## src/hw/rtl/pfes_ram.sv

```systemverilog
// Generic single-port-write, single-port-read RAM with registered read data.
// No dependencies.
module pfes_ram #(
  parameter int WIDTH = 8,
  parameter int DEPTH = 16
) (
  input  logic                     clk_i,
  input  logic                     we_i,
  input  logic [$clog2(DEPTH)-1:0] waddr_i,
  input  logic [WIDTH-1:0]         wdata_i,
  input  logic [$clog2(DEPTH)-1:0] raddr_i,
  output logic [WIDTH-1:0]         rdata_o
);

  logic [WIDTH-1:0] mem_q [DEPTH];
  logic [WIDTH-1:0] rdata_q;

  // Write port and registered read port.
  always_ff @(posedge clk_i) begin
    if (we_i) begin
      mem_q[waddr_i] <= wdata_i;
    end
    rdata_q <= mem_q[raddr_i];
  end

  assign rdata_o = rdata_q;

endmodule

```

## config.mk

```make
export PLATFORM = sky130hd
export DESIGN_NAME = pfes_ram
export DESIGN_NICKNAME = d
export VERILOG_FILES = /design/src/hw/rtl/pfes_ram.sv
export SDC_FILE = /design/constraint.sdc
export NUM_CORES = 1
export LEC_CHECK = 0
export ABC_AREA = 1
export BUFFER_PORTS_ARGS = -buffer_cell sky130_fd_sc_hd__buf_2
export CAP_MARGIN = 25
export CORE_ASPECT_RATIO = 0.5
export CORE_MARGIN = 4
export CORE_UTILIZATION = 60
export DETAILED_ROUTE_END_ITERATION = 10
export PLACE_DENSITY = 0.78
export SLEW_MARGIN = 20
export SYNTH_ARGS = -nofsm -noshare
export SYNTH_HDL_FRONTEND = slang
export SYNTH_SLANG_ARGS = --single-unit
export TNS_END_PERCENT = 10
```

## constraint.sdc

```tcl
create_clock -name clk_i -period 2.85 [get_ports clk_i]
set_input_delay 0.57 -clock clk_i [delete_from_list [all_inputs] [get_ports clk_i]]
set_output_delay 0.57 -clock clk_i [all_outputs]
set_load 0.005 [all_outputs]
```

==> run metrics <==
Synth Net Count=569; Crit Path Category=primary input to flip-flop; clk root buf=clkbuf_16; Ys Warns=0; drt pass-1 iters=6; # fillers=571; fmax=611 MHz; Mapped Avg Cell Area=10.5 µm²; register bit total from synthesis=136; dominant synthesized flop cell=edfxtp_1; Buf/Inv on CP=3; HPWL Detailed=7.70 mm; post-detailed-routing wire length=13.0 mm; Via density=5.47; CTS tree=built; max incr delay on CP=310 ps; WP data required=3150 ps; postcts setup bufs=0; Seq. cell area=0.00400 mm²; PnR worst setup slack=1210 ps; Fin. Hold Viols=0; cell taking the most area after synthesis=edfxtp_1; Starting Density=63.8%; Critical Path Start Type=primary input; Leak Pwr=2.87 nW; critical path capture point type=flip-flop; fin. max-slew vios=0; unrepaired setup endpoints after global routing=false; Worst Path Max Fanout=28; Slew HR=43.2%; mapped cell area=0.00577 mm²; clock buffer depth=2; EDFF count, synth=128; DRT iter0 DRCs=510; CP top delay family=buffers and inverters; Hold Buf Count CTS=0; Unique masters post-synth=12; GP Congestion=0.866; max-cap violations=0; H-tree Lvls=4; PwrDens=745 mW/mm²; Slowest cell on crit path=buf_2; clk_lat worst skew=410 ps; Die Wd=147 µm; Final ANT Viol Nets=0; share of cells above drive strength 1=11.0%; Setup Skew=7.21 ps; Post-synth top cells=nand2_1 (173), edfxtp_1 (128), inv_1 (100); clk sink count=136; post-synthesis cell count=551; Hold Path Class=primary input to flip-flop; drt wl/cell=18.1 µm; Num CTS Buffers=17; cell mode on critical path=nand2_1; pre-CTS setup slack=907 ps; Layout Utilization=73.1%; die footprint=0.0113 mm²; Port-buffer cells=25; area grow syn2layout=14.6%; GRT Total Usage=24.4%; largest net degree at the start of global routing=34; Multi-input gate area=0.00121 mm²; Core Rows=24; dominant cells by area after synthesis=edfxtp_1 (67%), nand2_1 (11%), nand3_1 (8.4%); worst-margin pin slew=849 ps; clock-pin slew on the worst setup and hold paths=60 ps; global-route wire length before repair=20.7 mm; Critical Path AT=1940 ps; Final Power=4.92 mW; Core ar.=0.00904 mm²; Synth async-reset ratio=0%; sequential share of the synthesized area=69.4%; count leader, synth=nand2_1; period utilization=57.4%; I/O pin count=26; vias in the first global route=3,842; DP Area=0.00595 mm²; crit-path cells=buf_2 > inv_2 > buf_12 > nand2_1 > nand2_1 > nand2_1 > nand3_1 > nand3_1 > nand2_1; Overflow after GRT=0; Resize count post-CTS=0; fin nets=596; initial antenna violation count=0; final antenna diode count=0; vias=3,943; proportion of netlist area held by the largest area contributor=66.7%; status=finished, final reports clean; Final Cell Area=0.00661 mm²; Die Ht=77.3 µm; crit path time final=1640 ps; Fin Setup TNS=0 ps; final setup vio count=0; maximum VDD drop=462 µV; Remaining DRCs=0
[metrics by stage]
| step | hold WS (ps) | cells |
|---|---|---|
| after floorplan | 607 | 551 |
| after global placement | 644 | 689 |
| after detailed placement | 644 | 689 |
| after CTS | 499 | 721 |
| after global routing | 506 | 721 |
| final | 517 | 721 |
[cell type report]
type | count | area share (%)
flip-flops and latches | 136 | 60.6
multi-input cells | 289 | 18.4
clock buffers | 20 | 6.91
inverters | 102 | 5.79
clock inverters | 12 | 2.99
repair buffers | 32 | 2.88
well taps | 130 | 2.46
[tightest hold or removal path: stages]
cell and delay (ps):
buf_2 170, nand3_1 100, nand2_1 40
[metal layers]
layer,global-route usage (%),up-vias,routed length [µm]
met5,0,-,0
met4,8.16,0,204
met3,6.30,24,1240
met2,38.1,230,6100
met1,34.1,1860,5500
li1,-,1829,-
[logic make-up after synthesis]
| family | share of synthesized area [%] |
|---|---|
| buf+inv | 9.52 |
| flops | 69.4 |
| simple gates | 21.0 |
[power by group]
part	total (mW)	internal, mW	switching [mW]
Combinational	0.267	0.0750	0.192
Sequential	2.25	2.24	0.0143
Clock	2.40	1.60	0.806
Total	4.92	3.91	1.01
[worst paths after layout]
path | from | to | slack (ps) | cells past startpoint
max | raddr_i[0] | rdata_o[1] | 1210 | 9
min | raddr_i[3] | rdata_o[6] | 520 | 3
max reg2reg | mem_q[4][4] | rdata_o[4] | 1680 | 6
min reg2reg | mem_q[11][3] | rdata_o[3] | 650 | 6
[registers in the layout (all words and copies together) (netlist names)]
register,flops
rdata_o,8
mem_q,128
[placed cells by master (no fill, tap or decap), drive strengths merged]
master | Yosys | layout
clkinv | 0 | 5
clkbuf | 0 | 20
nor2 | 17 | 17
nand3 | 97 | 97
edfxtp | 128 | 128
inv | 102 | 102
nand3b | 2 | 2
bufinv | 0 | 5
buf | 24 | 32
dfxtp | 8 | 8
nand2 | 173 | 173
clkinvlp | 0 | 2
No activity file was read; power rests on OpenSTA's default activity.
