===== src/hw/rtl/pfes_pkg.sv =====
// Package for the pinned FIFO eviction store.
// Holds sizes, operation and status codes and the entry and result types.
// No dependencies.
package pfes_pkg;

  // Table size and derived widths.
  localparam int MAX_ENTRIES = 16;
  localparam int IDX_W       = $clog2(MAX_ENTRIES);
  localparam int CNT_W       = $clog2(MAX_ENTRIES + 1);
  localparam int MAX_RES     = MAX_ENTRIES + 1;
  localparam int RES_AW      = $clog2(MAX_RES);

  // Configuration port.
  localparam int CFG_IDX_W = 1;
  localparam int CFG_DAT_W = 24;
  localparam logic [CFG_IDX_W-1:0] CFG_ARENA = 1'b0;
  localparam logic [CFG_IDX_W-1:0] CFG_BOOT  = 1'b1;

  // Reset values of the configuration registers.
  localparam logic [23:0] ARENA_RST = 24'd4194304;
  localparam logic [15:0] BOOT_RST  = 16'd1;

  // Operation codes.
  localparam logic [2:0] OP_INIT   = 3'd0;
  localparam logic [2:0] OP_ADD    = 3'd1;
  localparam logic [2:0] OP_REMOVE = 3'd2;
  localparam logic [2:0] OP_PIN    = 3'd3;
  localparam logic [2:0] OP_UNPIN  = 3'd4;
  localparam logic [2:0] OP_FIND   = 3'd5;
  localparam logic [2:0] OP_READ   = 3'd6;
  localparam logic [2:0] OP_CLEAR  = 3'd7;

  // Status codes.
  localparam logic [2:0] STAT_OK       = 3'd0;
  localparam logic [2:0] STAT_NOTFOUND = 3'd1;
  localparam logic [2:0] STAT_TOOBIG   = 3'd2;
  localparam logic [2:0] STAT_NOROOM   = 3'd3;
  localparam logic [2:0] STAT_RELEASED = 3'd4;

  // One stored entry.
  typedef struct packed {
    logic [31:0] id;
    logic [7:0]  mode;
    logic [23:0] jpeg_len;
    logic [23:0] raw_len;
    logic [31:0] jpeg_handle;
    logic [31:0] raw_handle;
    logic        pinned;
  } ent_t;

  // One queued result, before count and byte total are attached.
  typedef struct packed {
    logic [2:0] status;
    ent_t       ent;
  } res_t;

  localparam int RES_W = $bits(res_t);

  // Table update commands.
  typedef enum logic [2:0] {
    TBL_NONE,
    TBL_INSERT,
    TBL_DROP,
    TBL_PIN_SET,
    TBL_PIN_CLR
  } tbl_op_e;

  typedef struct packed {
    tbl_op_e          op;
    logic [IDX_W-1:0] ptr;
  } tbl_cmd_t;

endpackage


===== src/hw/rtl/pfes_table.sv =====
// Entry table of the pinned FIFO eviction store, newest entry at slot 0.
// Depends on pfes_pkg for the entry and command types.
module pfes_table (
  input  logic               clk_i,
  input  pfes_pkg::tbl_cmd_t cmd_i,
  input  pfes_pkg::ent_t     new_ent_i,
  output pfes_pkg::ent_t     rd_ent_o
);
  import pfes_pkg::*;

  ent_t slot_q [MAX_ENTRIES];

  // The slot under the pointer is the one the sequencer looks at.
  assign rd_ent_o = slot_q[cmd_i.ptr];

  // Each slot loads from its neighbour on insert and drop, or changes its pin mark.
  for (genvar j = 0; j < MAX_ENTRIES; j++) begin : g_slot
    always_ff @(posedge clk_i) begin
      case (cmd_i.op)
        TBL_INSERT: begin
          if (j == 0) begin
            slot_q[j] <= new_ent_i;
          end else begin
            slot_q[j] <= slot_q[(j > 0) ? j - 1 : 0];
          end
        end
        TBL_DROP: begin
          if ((j < MAX_ENTRIES - 1) && (IDX_W'(j) >= cmd_i.ptr)) begin
            slot_q[j] <= slot_q[(j < MAX_ENTRIES - 1) ? j + 1 : j];
          end
        end
        TBL_PIN_SET: begin
          if (IDX_W'(j) == cmd_i.ptr) begin
            slot_q[j].pinned <= 1'b1;
          end
        end
        TBL_PIN_CLR: begin
          if (IDX_W'(j) == cmd_i.ptr) begin
            slot_q[j].pinned <= 1'b0;
          end
        end
        default: ;
      endcase
    end
  end

endmodule


===== config.mk =====
export PLATFORM = sky130hd
export DESIGN_NAME = pfes_table
export DESIGN_NICKNAME = d
export VERILOG_FILES = /design/src/hw/rtl/pfes_pkg.sv /design/src/hw/rtl/pfes_table.sv
export SDC_FILE = /design/constraint.sdc
export NUM_CORES = 2
export LEC_CHECK = 0
export ABC_AREA = 1
export BUFFER_PORTS_ARGS = -buffer_cell sky130_fd_sc_hd__buf_4
export CAP_MARGIN = 20
export CORE_UTILIZATION = 40
export DETAILED_ROUTE_END_ITERATION = 8
export GPL_ROUTABILITY_DRIVEN = 1
export PLACE_DENSITY_LB_ADDON = 0.12
export SYNTH_ARGS = -nofsm -noshare
export SYNTH_HDL_FRONTEND = slang
export SYNTH_SLANG_ARGS = --single-unit
export TNS_END_PERCENT = 30

===== constraint.sdc =====
create_clock -name clk_i -period 19.6 [get_ports clk_i]
set_clock_uncertainty 0.15 [all_clocks]
set_input_delay 1.96 -clock clk_i [delete_from_list [all_inputs] [get_ports clk_i]]
set_output_delay 1.96 -clock clk_i [all_outputs]
set_load 0.1 [all_outputs]

==> flow_summary.yaml <==
outcome:
  outcome: "complete, no violations"
final_layout:
  fin_nets: 14760
  top_register: "slot_q"
  fillers: 30760
  drive_gt1_share_pct: 6.033
  largest_reg_flops: 2448
  area_delta_synth_final_pct: 11.17
  reg_top3: "slot_q (2448)"
place:
  gp_congestion: 0.7809
  dp_hpwl_um: 231500
  io_buffers: 313
floorplan:
  rows: 204
  coreArea_mm2: 0.3096
  ios: 314
  die_y_um: 560.8
  fp.dieW_um: 560.8
  die_area_mm2: 0.3145
  initial_core_util_pct: 40.34
sta:
  finalMaxSlewViolations: 0
  hold_viol_final: 0
  slew_headroom_pct: 19.27
  fin_crit_sh_pct: 45.94
  tightest_slew_ns: 1.211
  rsz0062_at_grt: "false"
  max_freq_ghz: 0.1111
  setup_viol: 0
  setup_tns_ns: 0
  min_period_ns: 9.004
drt:
  drtIter0Drc: 12150
  post_drt_wl_per_cell_um: 23.27
  antenna_left: 0
  drt-total-wl_um: 440800
  vias: 101400
  dr.pass1.iters: 6
  avgViaCountPerCell: 5.354
  drcViolationCount: 0
setup_path:
  required_ns: 17.49
  slowest_stage: "buf_4"
  crit_path_max_fanout: 125
  start_kind: "input port"
  cp_common_cell: "nand2_1"
  crit_path_end_kind: "primary output"
  cp_data_arrival_time_ns: 6.89
  critical_path_class: "input port to primary output"
  path_cells: "buf_8 -> buf_4 -> nand2_1 -> inv_8 -> buf_12 -> buf_4 -> nand2_1 -> nand3_1 -> nand2_1 -> nand2_1 -> inv_1 -> nand2_1 -> buf_4"
  slowest_delay_ns: 0.93
worst_hold_path:
  hold_class: "flip-flop to flip-flop"
logic_synthesis:
  ys_warn_count: 0
  ys_ff_latch: 2448
  synth-edff-count: 2448
  ys_seq_area_share_pct: 58.85
  synth_nets: 14940
  netlist_instances: 14780
  syn_avg_cell_area_um2: 8.452
  syn_area_mm2: 0.1249
  synthArstFlopShare_pct: 0
  ys.flop_type: "edfxtp_1"
  ys_types: 24
cts:
  hold_buffers: 0
  clk_latency_ns: 0.90
  htreeDepth: 5
  ctsResizeCount: 0
  cts_buffers: 292
  cts_tree: "yes"
  post-cts-setup-buffer-count: 0
  ctsRootBufferMaster: "clkbuf_16"
  cts-root-to-sink-buffers: 4
  clock-sinks: 2448
  cts.clk_slew.worst_paths_ns: 0.06
global_routing:
  grt.total_usage_pct: 27.45
  grt_max_degree: 167
  gr-total-overflow: 0
  grt_pass1_wl_um: 647400
  first_global_vias: 94890
  antenna_found_initial: 13
run:
  drv_cap: 0
pwr:
  max-vdd-ir-drop_uv: 56.91
  p_total_mw: 12.96
  p_leak_nw: 58.82
  power_density_mw_per_mm2: 93.36
==> final timing paths <==
kind	startpoint	endpoint	slack, ns	depth (start not counted)
max	cmd_i[0]	rd_ent_o[92]	10.60	13
min	slot_q[14][73]	slot_q[15][73]	0.29	0
max reg2reg	slot_q[7][0]	slot_q[6][0]	18.42	4
min reg2reg	slot_q[14][73]	slot_q[15][73]	0.29	0
==> metrics by stage <==
stage	cell area, um2	util [%]	worst slack (ns)	instances	hold slack [ns]
global route	138800	44.84	10.42	18940	0.2936
detailed placement	130000	41.99	10.67	18430	0.2841
global placement	130000	41.99	10.65	18430	0.2801
CTS	138800	44.83	10.66	18940	0.2887
floorplan	124900	-	10.36	14780	0.2764
finish	138800	44.85	10.60	18940	0.2947
==> logic make-up after synthesis <==
kind of cell | after synthesis | share of synthesized area [%]
and+or+nand+nor | 7257 | 22.93
buffers and inverters | 2632 | 8.436
AOI/OAI and AO/OA | 2440 | 9.779
DFF | 2448 | 58.85
==> critical path, delay by kind of cell <==
kind,cells,cell delay (ns)
buffers and inverters,7,3.75
and+or+nand+nor,6,0.94
==> placed cells by master (no fill, tap or decap), types with 16 or more instances in the layout <==
master / Yosys / final
nor2_1: 632 / 628
edfxtp_1: 2448 / 2448
clkbuf_1: 380 / 59
a21oi_1: 501 / 501
o21ai_1: 59 / 59
clkinv_2: 0 / 52
buf_4: 4 / 434
nand3_1: 1049 / 1046
o21ai_0: 1879 / 1879
nand2_1: 5544 / 5528
inv_1: 1690 / 1686
nand2_4: 0 / 16
clkbuf_16: 0 / 298
clkinv_1: 4 / 71
buf_12: 0 / 23
==> routing by layer <==
metal | vias up | wire, um | global-route usage (%)
met5 | - | 13 | 0
met4 | 2 | 10540 | 6.796
met3 | 519 | 33350 | 3.149
met2 | 4083 | 196600 | 43.21
met1 | 49020 | 200200 | 40.24
li1 | 47780 | - | -
==> synth_stat cells, types with 5 or more instances <==
cell type | instances | area (um2)
a21oi_1 | 501 | 2507
buf_1 | 47 | 176.4
buf_2 | 495 | 2477
clkbuf_1 | 380 | 1426
edfxtp_1 | 2448 | 73510
inv_1 | 1690 | 6344
inv_2 | 9 | 33.78
nand2_1 | 5544 | 20810
nand3_1 | 1049 | 5250
nand4_1 | 13 | 81.33
nor2_1 | 632 | 2372
nor2_2 | 6 | 37.54
nor3_1 | 5 | 25.02
o21ai_0 | 1879 | 9404
o21ai_1 | 59 | 295.3
==> where the power goes <==
group | leakage (nW) | internal, mW | switching [mW] | total, mW
Sequential | 22.7 | 6.05 | 0.114 | 6.17
Clock | 4.32 | 2.91 | 2.31 | 5.22
Combinational | 31.8 | 0.345 | 1.23 | 1.57
Total | 58.8 | 9.31 | 3.66 | 13.0
==> layout make-up <==
type	count	area, um2	area share (%)
antenna	3	7.507	0.005407
clock buffer	357	7679	5.530
clock inverter	153	1111	0.8002
inverter	1703	6490	4.674
multi-input combinational	9697	41120	29.62
sequential	2448	73510	52.94
tap	4120	5155	3.713
timing repair buffer	460	3776	2.720
(Power assumes the default switching activity.)
